==> config.mk <==
export PLATFORM = sky130hd
export DESIGN_NAME = http_chunked_body_decoder_top_flat
export DESIGN_NICKNAME = d
export VERILOG_FILES = /design/src/hdl/hcbd_pkg.sv /design/src/hdl/hcbd_in_if.sv /design/src/hdl/hcbd_out_if.sv /design/src/hdl/hcbd_front.sv /design/src/hdl/hcbd_back.sv /design/src/hdl/http_chunked_body_decoder_top.sv /design/src/flat_wrapper.sv
export SDC_FILE = /design/constraint.sdc
export NUM_CORES = 1
export LEC_CHECK = 0
export ABC_AREA = 1
export BUFFER_PORTS_ARGS = -buffer_cell sky130_fd_sc_hd__buf_2
export CAP_MARGIN = 5
export CELL_PAD_IN_SITES_DETAIL_PLACEMENT = 1
export CELL_PAD_IN_SITES_GLOBAL_PLACEMENT = 1
export CORE_MARGIN = 4
export CORE_UTILIZATION = 51
export DETAILED_ROUTE_END_ITERATION = 12
export GPL_ROUTABILITY_DRIVEN = 0
export PLACE_DENSITY_LB_ADDON = 0.1
export RECOVER_POWER = 25
export SLEW_MARGIN = 25
export SYNTH_ARGS = -nofsm -noshare
export SYNTH_HDL_FRONTEND = slang
export SYNTH_HIERARCHICAL = 1
export SYNTH_SLANG_ARGS = --single-unit
==> constraint.sdc <==
create_clock -name clk -period 8.8 [get_ports clk]
set_clock_uncertainty 0.15 [all_clocks]
set_input_delay 0.44 -clock clk [delete_from_list [all_inputs] [get_ports clk]]
set_output_delay 0.44 -clock clk [all_outputs]
set_load 0.02 [all_outputs]
==> src/hdl/hcbd_pkg.sv <==
// ----------------------------------------------------------------------------
// hcbd_pkg: shared types and constants for the chunked body decoder
// Item kinds, byte class record, result record, phase and error codes.
// ----------------------------------------------------------------------------
package hcbd_pkg;

	localparam logic [1:0] KIND_BYTE    = 2'd0;
	localparam logic [1:0] KIND_CLOSE   = 2'd1;
	localparam logic [1:0] KIND_RESTART = 2'd2;
	localparam logic [1:0] KIND_NOP     = 2'd3;

	localparam logic [2:0] ERR_CLOSED_SIZE    = 3'd0;
	localparam logic [2:0] ERR_INVALID_SIZE   = 3'd1;
	localparam logic [2:0] ERR_TOO_LARGE      = 3'd2;
	localparam logic [2:0] ERR_CLOSED_DATA    = 3'd3;
	localparam logic [2:0] ERR_MISSING_CRLF   = 3'd4;
	localparam logic [2:0] ERR_CLOSED_TRAILER = 3'd5;

	localparam logic [7:0] CHAR_CR   = 8'h0D;
	localparam logic [7:0] CHAR_LF   = 8'h0A;
	localparam logic [7:0] CHAR_SP   = 8'h20;
	localparam logic [7:0] CHAR_TAB  = 8'h09;
	localparam logic [7:0] CHAR_VT   = 8'h0B;
	localparam logic [7:0] CHAR_FF   = 8'h0C;

	localparam logic [31:0] MAX_BODY_RESET = 32'd1048576;

	// queue between front and back; depth must be a power of two
	localparam int QDEPTH = 2;
	localparam int QPTRW  = $clog2(QDEPTH);
	localparam int QCNTW  = $clog2(QDEPTH + 1);

	typedef enum logic [9:0] {
		PH_LEAD    = 10'b00_0000_0001,
		PH_DIGITS  = 10'b00_0000_0010,
		PH_TAIL    = 10'b00_0000_0100,
		PH_BAD     = 10'b00_0000_1000,
		PH_DATA    = 10'b00_0001_0000,
		PH_CR      = 10'b00_0010_0000,
		PH_LF      = 10'b00_0100_0000,
		PH_TRAILER = 10'b00_1000_0000,
		PH_DONE    = 10'b01_0000_0000,
		PH_FAILED  = 10'b10_0000_0000
	} phase_t;

	typedef struct packed {
		logic [1:0] kind;
		logic [7:0] data;
		logic       is_hex;
		logic [3:0] hex_val;
		logic       is_blank;
		logic       is_cr;
		logic       is_lf;
	} item_t;

	typedef struct packed {
		logic       data_valid;
		logic [7:0] out_byte;
		logic       body_done;
		logic       error_valid;
		logic [2:0] error_code;
	} result_t;

	// queue handshake toward the back end
	typedef struct packed {
		logic  valid;
		item_t item;
	} qhead_t;

endpackage

==> src/hdl/hcbd_in_if.sv <==
// ----------------------------------------------------------------------------
// hcbd_in_if: input channel of the chunked body decoder
// Valid/ready transfer of one stream event (kind and byte).
// ----------------------------------------------------------------------------
interface hcbd_in_if;
	logic       valid;
	logic       ready;
	logic [1:0] kind;
	logic [7:0] in_byte;

	modport source (output valid, output kind, output in_byte, input ready);
	modport sink (input valid, input kind, input in_byte, output ready);
endinterface

==> src/hdl/hcbd_out_if.sv <==
// ----------------------------------------------------------------------------
// hcbd_out_if: result channel of the chunked body decoder
// Valid/ready transfer of one result per input event.
// ----------------------------------------------------------------------------
interface hcbd_out_if;
	logic       valid;
	logic       ready;
	logic       data_valid;
	logic [7:0] out_byte;
	logic       body_done;
	logic       error_valid;
	logic [2:0] error_code;

	modport source (output valid, output data_valid, output out_byte, output body_done,
		output error_valid, output error_code, input ready);
	modport sink (input valid, input data_valid, input out_byte, input body_done,
		input error_valid, input error_code, output ready);
endinterface

==> src/hdl/hcbd_front.sv <==
// ----------------------------------------------------------------------------
// hcbd_front: input classifier and item queue
// Classifies each byte (hex digit, blank, CR, LF) and queues the record.
// ----------------------------------------------------------------------------
module hcbd_front import hcbd_pkg::*; (
	input  logic       clk,
	input  logic       arst_n,
	input  logic       in_valid,
	output logic       in_ready,
	input  logic [1:0] kind,
	input  logic [7:0] in_byte,
	output qhead_t     head,
	input  logic       pop
);

	item_t            cls;
	item_t            entry_q [QDEPTH];
	logic [QPTRW-1:0] wr_ptr_q;
	logic [QPTRW-1:0] rd_ptr_q;
	logic [QCNTW-1:0] count_q;
	logic             push;

	always_comb begin
		cls          = '0;
		cls.kind     = kind;
		cls.data     = in_byte;
		cls.is_cr    = (in_byte == CHAR_CR);
		cls.is_lf    = (in_byte == CHAR_LF);
		cls.is_blank = (in_byte == CHAR_SP) || (in_byte == CHAR_TAB) || (in_byte == CHAR_LF)
			|| (in_byte == CHAR_VT) || (in_byte == CHAR_FF) || (in_byte == CHAR_CR);
		if (in_byte >= 8'h30 && in_byte <= 8'h39) begin
			cls.is_hex  = 1'b1;
			cls.hex_val = in_byte[3:0];
		end else if ((in_byte >= 8'h61 && in_byte <= 8'h66)
			|| (in_byte >= 8'h41 && in_byte <= 8'h46)) begin
			cls.is_hex  = 1'b1;
			cls.hex_val = in_byte[3:0] + 4'd9;
		end
	end

	assign in_ready   = (count_q != QCNTW'(QDEPTH));
	assign push       = in_valid && in_ready;
	assign head.valid = (count_q != '0);
	assign head.item  = entry_q[rd_ptr_q];

	always_ff @(posedge clk) begin
		if (push) begin
			entry_q[wr_ptr_q] <= cls;
		end
	end

	always_ff @(posedge clk or negedge arst_n) begin
		if (!arst_n) begin
			wr_ptr_q <= '0;
			rd_ptr_q <= '0;
			count_q  <= '0;
		end else begin
			if (push) begin
				wr_ptr_q <= wr_ptr_q + 1'b1;
			end
			if (pop) begin
				rd_ptr_q <= rd_ptr_q + 1'b1;
			end
			case ({push, pop})
				2'b10:   count_q <= count_q + 1'b1;
				2'b01:   count_q <= count_q - 1'b1;
				default: count_q <= count_q;
			endcase
		end
	end

	a_no_pop_empty: assert property (@(posedge clk) disable iff (!arst_n)
		pop |-> head.valid)
		else $error("queue popped while empty");

endmodule

==> src/hdl/hcbd_back.sv <==
// ----------------------------------------------------------------------------
// hcbd_back: chunked body state machine and result register
// Parses size lines, passes data, checks CRLF, trailers and the body limit.
// ----------------------------------------------------------------------------
module hcbd_back import hcbd_pkg::*; #(
	parameter int COUNT_WIDTH = 32
) (
	input  logic        clk,
	input  logic        arst_n,
	input  logic        cfg_wen,
	input  logic [31:0] cfg_wdata,
	input  qhead_t      head,
	output logic        pop,
	output logic        res_valid,
	input  logic        res_ready,
	output result_t     res
);

	localparam int CMPW = (COUNT_WIDTH > 32) ? COUNT_WIDTH : 32;

	phase_t                 phase_q, phase_d;
	logic [COUNT_WIDTH-1:0] acc_q, acc_d;
	logic [COUNT_WIDTH-1:0] left_q, left_d;
	logic [31:0]            total_q, total_d;
	logic                   tle_q, tle_d;
	logic                   crp_q, crp_d;
	logic [31:0]            max_q;
	logic                   out_valid_q;
	result_t                out_q;
	result_t                nxt;
	item_t                  it;
	logic [31:0]            room;
	logic                   too_large;

	assign it        = head.item;
	assign room      = max_q - total_q;
	assign too_large = CMPW'(acc_q) > CMPW'(room);
	assign pop       = head.valid && (!out_valid_q || res_ready);
	assign res_valid = out_valid_q;
	assign res       = out_q;

	always_comb begin
		phase_d = phase_q;
		acc_d   = acc_q;
		left_d  = left_q;
		total_d = total_q;
		tle_d   = tle_q;
		crp_d   = crp_q;
		nxt     = '0;
		if (it.kind == KIND_RESTART) begin
			phase_d = PH_LEAD;
			acc_d   = '0;
			left_d  = '0;
			total_d = '0;
			tle_d   = 1'b1;
			crp_d   = 1'b0;
		end else if (it.kind == KIND_NOP || phase_q == PH_DONE || phase_q == PH_FAILED) begin
			// empty result, no state change
		end else if (it.kind == KIND_CLOSE) begin
			nxt.error_valid = 1'b1;
			phase_d         = PH_FAILED;
			if (phase_q == PH_LEAD || phase_q == PH_DIGITS || phase_q == PH_TAIL
				|| phase_q == PH_BAD) begin
				nxt.error_code = ERR_CLOSED_SIZE;
			end else if (phase_q == PH_TRAILER) begin
				nxt.error_code = ERR_CLOSED_TRAILER;
			end else begin
				nxt.error_code = ERR_CLOSED_DATA;
			end
		end else begin
			unique case (phase_q)
				PH_DATA: begin
					nxt.data_valid = 1'b1;
					nxt.out_byte   = it.data;
					total_d        = total_q + 32'd1;
					left_d         = left_q - COUNT_WIDTH'(1);
					if (left_q == COUNT_WIDTH'(1)) begin
						phase_d = PH_CR;
					end
				end
				PH_CR: begin
					if (it.is_cr) begin
						phase_d = PH_LF;
					end else begin
						nxt.error_valid = 1'b1;
						nxt.error_code  = ERR_MISSING_CRLF;
						phase_d         = PH_FAILED;
					end
				end
				PH_LF: begin
					if (it.is_lf) begin
						phase_d = PH_LEAD;
						crp_d   = 1'b0;
					end else begin
						nxt.error_valid = 1'b1;
						nxt.error_code  = ERR_MISSING_CRLF;
						phase_d         = PH_FAILED;
					end
				end
				PH_TRAILER: begin
					if (crp_q && it.is_lf) begin
						crp_d = 1'b0;
						tle_d = 1'b1;
						if (tle_q) begin
							nxt.body_done = 1'b1;
							phase_d       = PH_DONE;
						end
					end else begin
						crp_d = it.is_cr;
						if (crp_q || !it.is_cr) begin
							tle_d = 1'b0;
						end
					end
				end
				PH_LEAD, PH_DIGITS, PH_TAIL, PH_BAD: begin
					if (crp_q && it.is_lf) begin
						// end of size line
						crp_d = 1'b0;
						if (phase_q == PH_LEAD || phase_q == PH_BAD) begin
							nxt.error_valid = 1'b1;
							nxt.error_code  = ERR_INVALID_SIZE;
							phase_d         = PH_FAILED;
						end else begin
							acc_d = '0;
							if (acc_q == '0) begin
								phase_d = PH_TRAILER;
								tle_d   = 1'b1;
							end else if (too_large) begin
								nxt.error_valid = 1'b1;
								nxt.error_code  = ERR_TOO_LARGE;
								phase_d         = PH_FAILED;
							end else begin
								left_d  = acc_q;
								phase_d = PH_DATA;
							end
						end
					end else begin
						crp_d = it.is_cr;
						if (phase_q == PH_LEAD) begin
							if (it.is_hex) begin
								acc_d   = COUNT_WIDTH'(it.hex_val);
								phase_d = PH_DIGITS;
							end else if (!it.is_blank) begin
								phase_d = PH_BAD;
							end
						end else if (phase_q == PH_DIGITS) begin
							if (!it.is_hex) begin
								phase_d = PH_TAIL;
							end else if (acc_q[COUNT_WIDTH-1 -: 4] != 4'd0) begin
								phase_d = PH_BAD;
							end else begin
								acc_d = {acc_q[COUNT_WIDTH-5:0], it.hex_val};
							end
						end
					end
				end
				default: begin
				end
			endcase
		end
	end

	always_ff @(posedge clk or negedge arst_n) begin
		if (!arst_n) begin
			phase_q     <= PH_LEAD;
			acc_q       <= '0;
			left_q      <= '0;
			total_q     <= '0;
			tle_q       <= 1'b1;
			crp_q       <= 1'b0;
			max_q       <= MAX_BODY_RESET;
			out_valid_q <= 1'b0;
		end else begin
			if (cfg_wen) begin
				max_q <= cfg_wdata;
			end
			if (pop) begin
				phase_q     <= phase_d;
				acc_q       <= acc_d;
				left_q      <= left_d;
				total_q     <= total_d;
				tle_q       <= tle_d;
				crp_q       <= crp_d;
				out_valid_q <= 1'b1;
			end else if (res_ready) begin
				out_valid_q <= 1'b0;
			end
		end
	end

	always_ff @(posedge clk) begin
		if (pop) begin
			out_q <= nxt;
		end
	end

	a_data_left: assert property (@(posedge clk) disable iff (!arst_n)
		(phase_q == PH_DATA) |-> (left_q != '0))
		else $error("data phase with no bytes left");

	a_err_fails: assert property (@(posedge clk) disable iff (!arst_n)
		(pop && nxt.error_valid) |=> (phase_q == PH_FAILED))
		else $error("error result without failed phase");

	a_total_step: assert property (@(posedge clk) disable iff (!arst_n)
		(pop && nxt.data_valid) |=> (total_q == $past(total_q) + 32'd1))
		else $error("body total not advanced on data byte");

	a_one_outcome: assert property (@(posedge clk) disable iff (!arst_n)
		out_valid_q |-> $onehot0({out_q.data_valid, out_q.body_done, out_q.error_valid}))
		else $error("result carries more than one outcome");

endmodule

==> src/hdl/http_chunked_body_decoder_top.sv <==
// ----------------------------------------------------------------------------
// http_chunked_body_decoder_top: HTTP/1.1 chunked body decoder
// Byte-serial decode of chunk sizes, data, CRLF and trailers with body limit.
// ----------------------------------------------------------------------------
//  channel   dir  handshake      payload
//  in_ch     in   valid/ready    kind, in_byte
//  out_ch    out  valid/ready    data_valid, out_byte, body_done, error_valid, error_code
//  cfg       in   cfg_wen        cfg_wdata -> max_body_size
//
//  One item per cycle sustained while out_ch is ready; a result is presented once its
//  transfer has passed the queue entry and then the result register. The rate is set
//  by the phase update in the back end, made once per item. Reset clears the queue and
//  all decode state and loads max_body_size with 1048576. A stalled out_ch holds the
//  result register; the two-entry queue keeps taking items until it fills, then
//  in_ch.ready drops.
// ----------------------------------------------------------------------------
module http_chunked_body_decoder_top import hcbd_pkg::*; #(
	parameter int COUNT_WIDTH = 32
) (
	input  logic        clk,
	input  logic        arst_n,
	input  logic        cfg_wen,
	input  logic [31:0] cfg_wdata,
	hcbd_in_if.sink     in_ch,
	hcbd_out_if.source  out_ch
);

	qhead_t  head;
	logic    pop;
	result_t res;

	hcbd_front u_front (
		.clk      (clk),
		.arst_n   (arst_n),
		.in_valid (in_ch.valid),
		.in_ready (in_ch.ready),
		.kind     (in_ch.kind),
		.in_byte  (in_ch.in_byte),
		.head     (head),
		.pop      (pop)
	);

	hcbd_back #(
		.COUNT_WIDTH (COUNT_WIDTH)
	) u_back (
		.clk       (clk),
		.arst_n    (arst_n),
		.cfg_wen   (cfg_wen),
		.cfg_wdata (cfg_wdata),
		.head      (head),
		.pop       (pop),
		.res_valid (out_ch.valid),
		.res_ready (out_ch.ready),
		.res       (res)
	);

	assign out_ch.data_valid  = res.data_valid;
	assign out_ch.out_byte    = res.out_byte;
	assign out_ch.body_done   = res.body_done;
	assign out_ch.error_valid = res.error_valid;
	assign out_ch.error_code  = res.error_code;

endmodule
==> src/flat_wrapper.sv <==
// flat-port wrapper written by rule: the top's interface ports become plain ports
module http_chunked_body_decoder_top_flat import hcbd_pkg::*;
#(
	parameter int COUNT_WIDTH = 32
)
  (clk, arst_n, cfg_wen, cfg_wdata, in_ch_valid, in_ch_kind, in_ch_in_byte, in_ch_ready, out_ch_valid, out_ch_data_valid, out_ch_out_byte, out_ch_body_done, out_ch_error_valid, out_ch_error_code, out_ch_ready);
  hcbd_in_if in_ch_i ();
  hcbd_out_if out_ch_i ();
  input  logic clk;
  input  logic arst_n;
  input  logic cfg_wen;
  input  logic [31:0] cfg_wdata;
  input wire logic [$bits(in_ch_i.valid)-1:0] in_ch_valid;
  input wire logic [$bits(in_ch_i.kind)-1:0] in_ch_kind;
  input wire logic [$bits(in_ch_i.in_byte)-1:0] in_ch_in_byte;
  output wire logic [$bits(in_ch_i.ready)-1:0] in_ch_ready;
  output wire logic [$bits(out_ch_i.valid)-1:0] out_ch_valid;
  output wire logic [$bits(out_ch_i.data_valid)-1:0] out_ch_data_valid;
  output wire logic [$bits(out_ch_i.out_byte)-1:0] out_ch_out_byte;
  output wire logic [$bits(out_ch_i.body_done)-1:0] out_ch_body_done;
  output wire logic [$bits(out_ch_i.error_valid)-1:0] out_ch_error_valid;
  output wire logic [$bits(out_ch_i.error_code)-1:0] out_ch_error_code;
  input wire logic [$bits(out_ch_i.ready)-1:0] out_ch_ready;
  assign in_ch_i.valid = in_ch_valid;
  assign in_ch_i.kind = in_ch_kind;
  assign in_ch_i.in_byte = in_ch_in_byte;
  assign in_ch_ready = in_ch_i.ready;
  assign out_ch_valid = out_ch_i.valid;
  assign out_ch_data_valid = out_ch_i.data_valid;
  assign out_ch_out_byte = out_ch_i.out_byte;
  assign out_ch_body_done = out_ch_i.body_done;
  assign out_ch_error_valid = out_ch_i.error_valid;
  assign out_ch_error_code = out_ch_i.error_code;
  assign out_ch_i.ready = out_ch_ready;
  http_chunked_body_decoder_top #(.COUNT_WIDTH(COUNT_WIDTH)) u_core (.clk(clk), .arst_n(arst_n), .cfg_wen(cfg_wen), .cfg_wdata(cfg_wdata), .in_ch(in_ch_i), .out_ch(out_ch_i));
endmodule
-- Word level (Yosys, flattened, before mapping)
Memory sizes are Yosys's and may differ from the RTL's.
Index checks and enable logic that the tools add are counted.
- bits in registers: 159
- bits in writable memories: 36
- bits of input ports: 47
- word-level logic and storage cells: 199
- memories kept: 1
- $add $sub $neg: 8
- magnitude comparators: 7
- equality and inequality tests: 42
- mux-type cells: 76
- bitwise logic cells: 3
- reduce and logical (&&, ||, !) cells: 46
- memories (name ; depth ; width ; read ports ; clocked after memory_dff ; write ports ; RTL line ; RTL):
    u_core.u_front.entry_q ; 2 ; 18 ; 1 ; 0 ; 1 ; hcbd_front.sv:17 ; item_t entry_q [QDEPTH];
- operators by type and width (cell ; count):
    two-way mux 32 bit ; 22
    two-way mux 10 bit ; 18
    one-hot mux 32 bit (2 select lines) ; 1
    one-hot mux 10 bit (5 select lines) ; 1
    == test 8 x 4 -> 1 bit (second input constant) ; 5
    adder 32 x 1 -> 32 bit (second input constant) ; 1
    == test 32 x 1 -> 1 bit (second input constant) ; 1
    > comparator 32 bit ; 1
    logical NOT 32 bit ; 1
    subtractor 32 x 1 -> 32 bit (second input constant) ; 1
    subtractor 32 bit ; 1
    two-way mux 4 bit ; 7
    inequality test 3 bit (second input constant) ; 7
    two-way mux 1 bit ; 18
    AND reduction 9 bit ; 2
    greater-or-equal comparator 8 x 7 -> 1 bit (second input constant) ; 2
    less-or-equal comparator 8 x 7 -> 1 bit (second input constant) ; 2
    AND reduction 8 bit ; 2
    logical OR 1 bit ; 14
    inequality test 7 bit (second input constant) ; 2
    inequality test 4 x 3 -> 1 bit (second input constant) ; 3
    inequality test 4 bit (second input constant) ; 3
    one-hot mux 4 bit (3 select lines) ; 1
    == test 10 x 1 -> 1 bit (second input constant) ; 1
    39 further kinds ; 65

-- Depth between registers and ports, before layout
Gate-level depths: netlist of run 1.
- depth in word-level cells: 10
- gate-level depth with buffers: 29
- mapped depth without buffers: 28

-- Hierarchy
The synthesis of run 1 kept the hierarchy.
- by module, submodules not included (module ; times used ; cells each ; area an instance (sq um) ; sequential area each (sq um)):
    hcbd_back ; 1 ; 1526 ; 11302.1 ; 3952.5
    hcbd_front ; 1 ; 137 ; 1830.5 ; 1181.1

-- Worst setup path before layout of run 1
No wires, ideal clock.
- path type: flip-flop to flip-flop
- from: register u_core.u_back.max_q[0]
- to: register u_core.u_back.left_q[22]
- arrival: 3.272 ns
- slack: 5.261 ns
- cell stages (with the launch flop): 28
- cell sequence: dfrtp_1 > inv_1 > ha_1 > inv_1 > fa_1 > nand3_1 > nand3_1 > a21oi_1 > inv_1 > a21oi_1 > inv_1 > nand3_1 > nand2_1 > nand2_1 > nand2_1 > ha_1 > nand2_1 > nor2_1 > nand2_1 > nor2_1 > nand4_1 > nand2_1 > nand3_1 > nand2_2 > nand2_2 > buf_4 > nand2_1 > nand2_1
- longest elaborated chain between the ends: 4
- RTL lines (element ; RTL line ; RTL):
    from (decl) ; hcbd_back.sv:27 ; logic [31:0] max_q;
    from (signal assigned) ; hcbd_back.sv:175 ; max_q <= cfg_wdata;
    subtractor 32 bit ; hcbd_back.sv:36 ; assign room = max_q - total_q;
    > comparator 32 bit ; hcbd_back.sv:37 ; assign too_large = CMPW'(acc_q) > CMPW'(room);
    inequality test 3 bit (no source line) ; - ;
    AND reduction 8 bit (no source line) ; - ;
    to (signal assigned) ; hcbd_back.sv:180 ; left_q <= left_d;
    to (decl) ; hcbd_back.sv:23 ; logic [COUNT_WIDTH-1:0] left_q, left_d;
No other way between the ends.
A chain may end at the register's enable or synchronous reset.

==> results of run 1 <==
-- cells by family after synthesis --
family	share of synthesized area
compound gates	0.1124
flops	0.3909
buf+inv	0.07736
mux	0.04459
simple gates	0.2628
xor+xnor	0.03801
fa+ha+maj	0.07393
-- how the worst min path moves through the flow --
| stage | slack, ns | endpoint | from | depth (start not counted) |
|---|---|---|---|---|
| floorplan | -0.006 | u_core/u_back/acc_q[0] | arst_n | 0 |
| global placement | 0.32 | u_core/u_back/left_q[1] | u_core/u_back/left_q[1] | 2 |
| detailed placement | 0.33 | u_core/u_back/left_q[1] | u_core/u_back/left_q[1] | 2 |
| CTS | 0.01 | u_core/u_front/entry_q[0][16] | in_ch_kind[0] | 1 |
| global route | 0.04 | u_core/u_back/max_q[4] | cfg_wdata[4] | 2 |
| finish | 0.05 | u_core/u_back/max_q[18] | cfg_wdata[18] | 2 |
-- power groups by stage --
stage          clock [mW]  sequential (mW)  combinational (mW)
4_1_cts             0.903             1.50                2.57
3_3_place_gp            0             1.50                2.42
6_report            0.886             1.50                2.57
3_5_place_dp            0             1.52                2.54
2_1_floorplan           0             1.44                1.91
5_1_grt             0.943             1.54                2.91
-- sequential cells by signal (all words and copies together), names as in the netlist, 2 cells and up --
name and flops:
u_core/u_back/acc_q 32, u_core/u_front/count_q 2, u_core/u_front/entry_q 36, u_core/u_back/phase_q 10
u_core/u_back/total_q 32, u_core/u_back/max_q 32, u_core/u_back/left_q 32, u_core/u_back/res 14
-- layout make-up --
class	instances	area, um^2
clock buffer	17	425.4
clock inverter	15	240.2
multi-input combinational	1226	6980
timing repair buffer	69	350.3
fill	3138	10970
sequential	195	5134
inverter	197	739.5
tap	330	412.9
-- layer usage --
layer	wire (um)	share of wire	GRT usage	vias to the layer above
met1	18090	0.45	0.3815	5836
li1	-	-	-	5655
met3	1326	0.033	0.03643	49
met2	19770	0.49	0.4967	207
met4	755	0.019	0.06845	2
met5	11	0.00028	0	-
-- what timing repair did --
item | in CTS | in global routing
hold buffers | 1 | 0
hold endpoints to repair | 85 | 0
buffers inserted | 0 | 0
-- layout by cell type, fill, tap and decap left out, types with 6 or more instances in the layout --
cell type / count
sky130_fd_sc_hd__o31ai_1: 11
sky130_fd_sc_hd__nand2_1: 352
sky130_fd_sc_hd__a21o_1: 8
sky130_fd_sc_hd__a21oi_1: 76
sky130_fd_sc_hd__mux2_2: 39
sky130_fd_sc_hd__ha_1: 76
sky130_fd_sc_hd__inv_1: 191
sky130_fd_sc_hd__clkbuf_16: 17
sky130_fd_sc_hd__nor4_1: 9
sky130_fd_sc_hd__o21bai_1: 6
sky130_fd_sc_hd__buf_4: 6
sky130_fd_sc_hd__nand3b_1: 6
sky130_fd_sc_hd__nand2_2: 10
sky130_fd_sc_hd__nor2_1: 165
sky130_fd_sc_hd__o21ai_1: 40
sky130_fd_sc_hd__o21ai_0: 85
sky130_fd_sc_hd__xor2_1: 37
sky130_fd_sc_hd__mux2_4: 9
sky130_fd_sc_hd__nor2_2: 12
sky130_fd_sc_hd__xnor2_1: 20
sky130_fd_sc_hd__nor3_1: 38
sky130_fd_sc_hd__inv_2: 6
sky130_fd_sc_hd__dfrtp_1: 142
sky130_fd_sc_hd__clkbuf_1: 12
sky130_fd_sc_hd__nand3_1: 135
sky130_fd_sc_hd__edfxtp_1: 50
sky130_fd_sc_hd__buf_2: 50
sky130_fd_sc_hd__a31oi_1: 11
sky130_fd_sc_hd__nand4_1: 37
-- worst register-to-register path: cells and delay by family, from the launching register on --
kind                       cells  cell delay [ns]
and+or+nand+nor               16             2.42
AOI/OAI and AO/OA              3             0.71
adders and majority gates      3             0.84
buffers and inverters          5             0.41
DFF                            1             0.39
xor gates and xnor gates       1             0.21
-- per-stage QoR --
stage,cells,worst slack [ns]
CTS,2049,3.571
global route,2049,2.363
finish,2049,3.291
floorplan,1663,5.261
detailed placement,2016,3.679
global placement,2016,3.929
==> Flow_metrics.wiki, run 1 <==
{| class="wikitable"
! Metric !! Value
|-
| Core ar. || approximately 25000 um^2
|-
| First-pass GRT wire length || ~66000 um
|-
| Ranking of synthesized cells by area || sky130_fd_sc_hd__dfrtp_1 27%, sky130_fd_sc_hd__edfxtp_1 11%, sky130_fd_sc_hd__nand2_1 10%
|-
| Total global routing track utilization || 0.2856
|-
| Combinational share of power || 0.518
|-
| Kind of end point of the critical path || asynchronous set/reset pin
|-
| Number of library cell types mapped by synthesis || 50
|-
| Clock root buffer || sky130_fd_sc_hd__clkbuf_16
|-
| Final design instance area without fill || 14280 um^2
|-
| Area delta synth->final || 8.755%
|-
| Sort of element at the start of the critical path || primary input
|-
| Overall power after layout || approximately 5 mW
|-
| Critical setup path kind || in -> async
|-
| Post-Route Hold Slack || 0.05124 ns
|-
| Max Freq || 181.5 MHz
|-
| Floorplan die height || 168.5 um
|-
| Setup violations, final || 0
|-
| Pin count of the biggest net entering global routing || 89
|-
| Die area || 28380 um^2
|-
| Post-synth EDFFs || 50
|-
| Number of buffers on the longest clock path || 2
|-
| Most numerous cell in the Yosys netlist || sky130_fd_sc_hd__nand2_1
|-
| Post-DR wirelength/cell || 19.50 um
|-
| Synthesized Nets || 1787
|-
| Count of standard-cell rows || 58
|-
| Share of cells above drive strength 1 || 0.1088
|-
| Mean Syn Cell Area || 7.897 um^2
|-
| # DRC || 0
|-
| Termination of the worst setup path || u_core/u_back/max_q[24]
|-
| Reg-to-reg endpoint || u_core/u_back/left_q[8]
|-
| HPWL after detailed placement || 29950 um
|-
| Max_cap viols || 2
|-
| Placed Area || 13630 um^2
|-
| Post-layout minimum cycle time || 5.509 ns
|-
| Utilization after layout || 0.5655
|-
| Number of flip-flops and latches in the synthesized netlist || 195
|-
| Initial core utilization || 0.5200
|-
| Worst-case register-to-register setup slack || 3.56 ns
|-
| Fin Setup TNS || 0 ns
|-
| Total number of cells along the worst setup path || 2
|-
| Number of top-level design ports || 63
|-
| Num CTS Buffers || 17
|-
| Clock tree from TritonCTS || done
|-
| Outcome || finished with violations
|-
| Synthesized cell area || 13130 um^2
|-
| Library cell with the largest summed area after synthesis || sky130_fd_sc_hd__dfrtp_1
|-
| RSZ-0062 raised after global routing || no
|-
| Total leakage power || 6.563 nW
|-
| Total congestion overflow after global routing || 0
|-
| Die span in x || 168.5 um
|-
| Startpoint of the worst-slack reg-to-reg timing path || u_core/u_back/max_q[0]
|-
| Slew at the pin closest to its max-slew limit || 5.222 ns
|-
| Arrival time worst endpoint || 4.67 ns
|-
| Fin. max-slew vios || 123
|-
| Worst hold path type || in -> reg
|-
| Count of H-tree levels built during CTS || 4
|-
| Number of antenna-violating nets in the routed design || 0
|-
| Count of buffering cells on the critical path with inverters included || 2
|-
| Sequential fraction of the synthesis area || 0.3909
|-
| Internal power || 2.490 mW
|-
| Synth top cells by count || 351 x sky130_fd_sc_hd__nand2_1, 191 x sky130_fd_sc_hd__inv_1, 165 x sky130_fd_sc_hd__nor2_1, 142 x sky130_fd_sc_hd__dfrtp_1, 135 x sky130_fd_sc_hd__nand3_1
|-
| Insertion delay of the later-clocked pin in the worst-skew pair || 0.46 ns
|-
| Largest fanout on the critical path || 88
|-
| Total via count in the routed design || around 12000
|-
| Normalized max-slew margin || -2.481
|-
| DRC violation total after the first TritonRoute iteration || 703
|-
| Clock slew at the register clock pins of the worst setup and hold paths || 0.10 ns
|-
| Number of endpoints with negative hold slack in the final report || 0
|-
| Critical Path Source || arst_n
|-
| Max rail drop VDD || approximately 0.15 mV
|-
| Number of cells traversed by the worst register-to-register path || 28
|-
| Count of mapped cells out of synthesis || 1663
|-
| Final worst path period share || 0.6260
|-
| Number of warnings reported in the yosys synthesis log || 6
|-
| Switching pwr || 2.470 mW
|-
| Required time reported for the critical path endpoint || 7.97 ns
|-
| Net Sw Frac || 0.4980
|-
| Sequential group share of total power || 0.303
|-
| Primary flip-flop cell chosen by synthesis mapping || sky130_fd_sc_hd__dfrtp_1
|-
| Diode insertion count for antenna repair || 0
|-
| Kind of cell adding the most delay to the critical path || buffers and inverters
|-
| Cell-by-cell listing of the critical path || dlygate4sd3_1, clkbuf_1
|-
| NumNets Final || ~1800
|-
| Antenna violations before repair || 1
|-
| Cell with the biggest individual delay on the critical path || sky130_fd_sc_hd__clkbuf_1
|-
| Via count of the first global-routing pass || 12380
|-
| TritonCTS sink count || 195
|-
| Clk network pwr share || 0.179
|-
| Pwr Density || 347.3 nW/um^2
|-
| Detailed-routing iteration count for the pre-antenna-repair pass || 6
|-
| Portion of synthesized cell area occupied by the leading cell type || 0.2706
|-
| Largest incremental delay on the critical path || around 3.6 ns
|-
| Total length of routed wires || about 40000 um
|-
| Count of port buffers added during placement || 62
|-
| Vias per std cell || 5.734
|-
| Share of async-settable or async-resettable flops after synthesis || 0.7436
|-
| Resize count post-CTS || 0
|-
| Violated checks || max-capacitance violations, max-slew violations
|}
No activity file was read; power rests on OpenSTA's default activity.
==> run 2, diff against run 1 <==
CORE_UTILIZATION = 43   (was 51)
clock period = 4.7 ns   (was 8.8 ns; I/O delays follow)
==> run 2 against run 1 <==
  * The run still ends with max-capacitance violations, max-slew violations left
  * Via count up 0.74%
  * Clock power up 84%
  * Clock-buffer cell count up 1
  * Critical endpoint is now u_core/u_back/left_q[12]
  * Worst setup slack worse by 2.9 ns
  * Sequential power up 85%
  * Sequential share of layout area down 1.4 points
  * Routed wire length up 3.5%
==> Flow_metrics.wiki, run 2 (synthesis gave the netlist of run 1 again) <==
{| class="wikitable"
! Metric !! Value
|-
| Outcome || finished with violations
|-
| Violated checks || max-capacitance violations, max-slew violations
|-
| HPWL after detailed placement || 30930 um (+3.3%)
|-
| Kind of end point of the critical path || register
|-
| Arrival time worst endpoint || 4.54 ns (-0.13 ns)
|-
| Hold path start || u_core/u_back/left_q[1]
|-
| Final design instance area without fill || 14880 um^2 (+4.2%)
|-
| Max rail drop VDD || 0.3531 mV (+130%)
|-
| Number of cells traversed by the worst register-to-register path || 24 (-14%)
|-
| Largest register by flop count || u_core/u_front/entry_q
|-
| Fin. max-slew vios || 119 (-3.3%)
|-
| Highest-count cells in the layout ignoring fill and taps || 351 x sky130_fd_sc_hd__nand2_1, 191 x sky130_fd_sc_hd__inv_1, 164 x sky130_fd_sc_hd__nor2_1, 142 x sky130_fd_sc_hd__dfrtp_1, 135 x sky130_fd_sc_hd__nand3_1
|-
| NumNets Final || 1880 (+2.7%)
|-
| Post-DR wirelength/cell || 19.16 um (-1.7%)
|-
| DRC violation total after the first TritonRoute iteration || 682 (-3.0%)
|-
| # DRC || 0 (unchanged)
|-
| Fin Setup TNS || 0 ns (unchanged)
|-
| Total length of routed wires || 41370 um (+3.5%)
|-
| TritonCTS sink count || 195 (unchanged)
|-
| Count of standard-cell rows || 63 (+8.6%)
|-
| Detailed-routing iteration count for the pre-antenna-repair pass || 5 (-1)
|-
| Diode insertion count for antenna repair || 0 (unchanged)
|-
| Antenna violations before repair || 0 (-1)
|-
| Pwr Density || 629.2 nW/um^2 (+81%)
|-
| Share of cells above drive strength 1 || 0.1136 (+0.004839)
|-
| Termination of the worst setup path || u_core/u_back/left_q[12]
|-
| Sort of element at the start of the critical path || register
|-
| Startpoint of the worst-slack reg-to-reg timing path || u_core/u_back/total_q[8]
|-
| Worst hold path type || reg -> reg
|-
| Largest fanout on the critical path || 32 (-64%)
|-
| Count of H-tree levels built during CTS || 4 (unchanged)
|-
| Number of top-level design ports || 63 (unchanged)
|-
| Total via count in the routed design || 11840 (+0.74%)
|-
| Count of port buffers added during placement || 62 (unchanged)
|-
| Number of flip-flops in the largest register || 36 (unchanged)
|-
| Insertion delay of the later-clocked pin in the worst-skew pair || 0.46 ns (about the same)
|-
| Total global routing track utilization || 0.2518 (-0.03372)
|-
| Normalized max-slew margin || -0.5468 (+1.935)
|-
| Worst-case register-to-register setup slack || 0.37 ns (-3.19 ns)
|-
| Clock tree from TritonCTS || done
|-
| Via count of the first global-routing pass || 12450 (+0.52%)
|-
| Post-layout minimum cycle time || 4.334 ns
|-
| Setup violations, final || 0 (unchanged)
|-
| Floorplan die height || 182.8 um (+8.5%)
|-
| Net Sw Frac || 0.4870 (-0.01099)
|-
| Max_cap viols || 2 (unchanged)
|-
| Combinational share of power || 0.530 (+0.012)
|-
| Internal power || 4.802 mW (+93%)
|-
| Vias per std cell || 5.482 (-4.4%)
|-
| Most common library cell in the layout ignoring fill and taps || sky130_fd_sc_hd__nand2_1
|-
| Area delta synth->final || 13.28%
|-
| Sequential group share of total power || 0.296 (-0.007)
|-
| Number of antenna-violating nets in the routed design || 0 (unchanged)
|-
| Slew at the pin closest to its max-slew limit || 2.320 ns (-2.902 ns)
|-
| Required time reported for the critical path endpoint || 4.90 ns (-3.07 ns)
|-
| Placed Area || 13740 um^2 (+0.83%)
|-
| Clk network pwr share || 0.174 (-0.005)
|-
| Critical setup path kind || reg -> reg
|-
| Num CTS Buffers || 17 (unchanged)
|-
| Clock root buffer || sky130_fd_sc_hd__clkbuf_16
|-
| Switching pwr || 4.558 mW (+85%)
|-
| First-pass GRT wire length || 67480 um (+3.0%)
|-
| Number of buffers on the longest clock path || 2 (unchanged)
|-
| Number of endpoints with negative hold slack in the final report || 0 (unchanged)
|-
| Final worst path period share || 0.9222
|-
| Pin count of the biggest net entering global routing || 85 (-4.5%)
|-
| Critical Path Source || u_core/u_back/total_q[8]
|-
| Die span in x || 182.8 um (+8.5%)
|-
| Initial core utilization || 0.4396 (-0.08043)
|-
| Reg-to-reg endpoint || u_core/u_back/left_q[12]
|-
| RSZ-0062 raised after global routing || no
|-
| Max Freq || 230.7 MHz
|-
| Total congestion overflow after global routing || 0 (unchanged)
|-
| Core ar. || 29870 um^2 (+18%)
|-
| Clock slew at the register clock pins of the worst setup and hold paths || 0.08 ns (-0.02 ns)
|-
| Total leakage power || 6.781 nW (+3.3%)
|-
| Die area || 33400 um^2 (+18%)
|}
[run 2: cell count changes in the layout (fill, tap and decap cells not counted), sizes merged]
cell	change
buf	+7
clkinv	-2
inv	-3
dlygate4sd3	+44
clkinvlp	+2
bufinv	+2
[run 2: layout make-up]
type                    count  area [um^2]
multi-input cells        1226         7017
clock buffers              18        450.4
inverters                 197        739.5
fillers                  3680        15000
clock inverters            14        197.7
well taps                 390        488.0
flip-flops and latches    195         5134
repair buffers            119        850.8
[run 2: worst min path at each step]
stage	to	cells past startpoint
6_report	u_core/u_back/left_q[1]	2
5_1_grt	u_core/u_front/entry_q[0][17]	2
4_1_cts	u_core/u_back/left_q[29]	2
3_5_place_dp	u_core/u_back/left_q[29]	1
3_3_place_gp	u_core/u_back/left_q[24]	1
2_1_floorplan	u_core/u_back/acc_q[0]	0
[run 2: routing by layer]
layer  track usage  wire (um)  vias up
met2        0.4211      19730      205
met1        0.3429      19120     5828
met4       0.06455        801        0
met3       0.04086       1716       48
li1              -          -     5755
met5             0          0        -
[run 2: per-stage QoR]
| stage | power [mW] | hold WS (ns) | setup slack [ns] | cells | util |
|---|---|---|---|---|---|
| 2_1_floorplan | 6.271 | -0.2106 | 1.161 | 1663 | - |
| 3_3_place_gp | 7.501 | 0.2065 | 0.2658 | 2081 | 0.4600 |
| 3_5_place_dp | 7.667 | 0.2154 | 0.1042 | 2081 | 0.4600 |
| 4_1_cts | 9.381 | 0.2700 | 0.06978 | 2158 | 0.4968 |
| 5_1_grt | 10.18 | 0.3416 | 0.03457 | 2159 | 0.4980 |
| 6_report | 9.360 | 0.3322 | 0.3656 | 2159 | 0.4980 |
[run 2: critical path, cell delays in order (launching register included)]
cell and delay [ns]:
sky130_fd_sc_hd__dfrtp_1 0.39, sky130_fd_sc_hd__inv_1 0.13, sky130_fd_sc_hd__ha_1 0.39, sky130_fd_sc_hd__a21oi_1 0.19, sky130_fd_sc_hd__a21boi_0 0.29, sky130_fd_sc_hd__o21bai_1 0.18, sky130_fd_sc_hd__a21oi_1 0.30, sky130_fd_sc_hd__nor2_1 0.07
sky130_fd_sc_hd__nor2_1 0.12, sky130_fd_sc_hd__xor2_1 0.27, sky130_fd_sc_hd__ha_1 0.30, sky130_fd_sc_hd__nand2_1 0.07, sky130_fd_sc_hd__nand2_1 0.04, sky130_fd_sc_hd__nand2_1 0.05, sky130_fd_sc_hd__nand2_1 0.05, sky130_fd_sc_hd__nand2_1 0.07
sky130_fd_sc_hd__nand3_1 0.07, sky130_fd_sc_hd__a21oi_1 0.19, sky130_fd_sc_hd__nand2_1 0.10, sky130_fd_sc_hd__nand2_1 0.11, sky130_fd_sc_hd__nand3_1 0.10, sky130_fd_sc_hd__nand2_2 0.16, sky130_fd_sc_hd__nand2_8 0.17, sky130_fd_sc_hd__nand2_1 0.14
sky130_fd_sc_hd__nand2_1 0.06
[run 2: timing repair]
action                     CTS  global route
setup endpoints to repair    0            34
buffers inserted             0             1
resized for setup            0            10
hold endpoints to repair   135             0
hold buffers                45             0
[run 2: power groups by stage]
stage          combinational (mW)  sequential (mW)  clock, mW
2_1_floorplan                3.57             2.70          0
3_3_place_gp                 4.71             2.79          0
3_5_place_dp                 4.86             2.81          0
4_1_cts                      4.93             2.78       1.67
5_1_grt                      5.59             2.85       1.74
6_report                     4.96             2.77       1.63
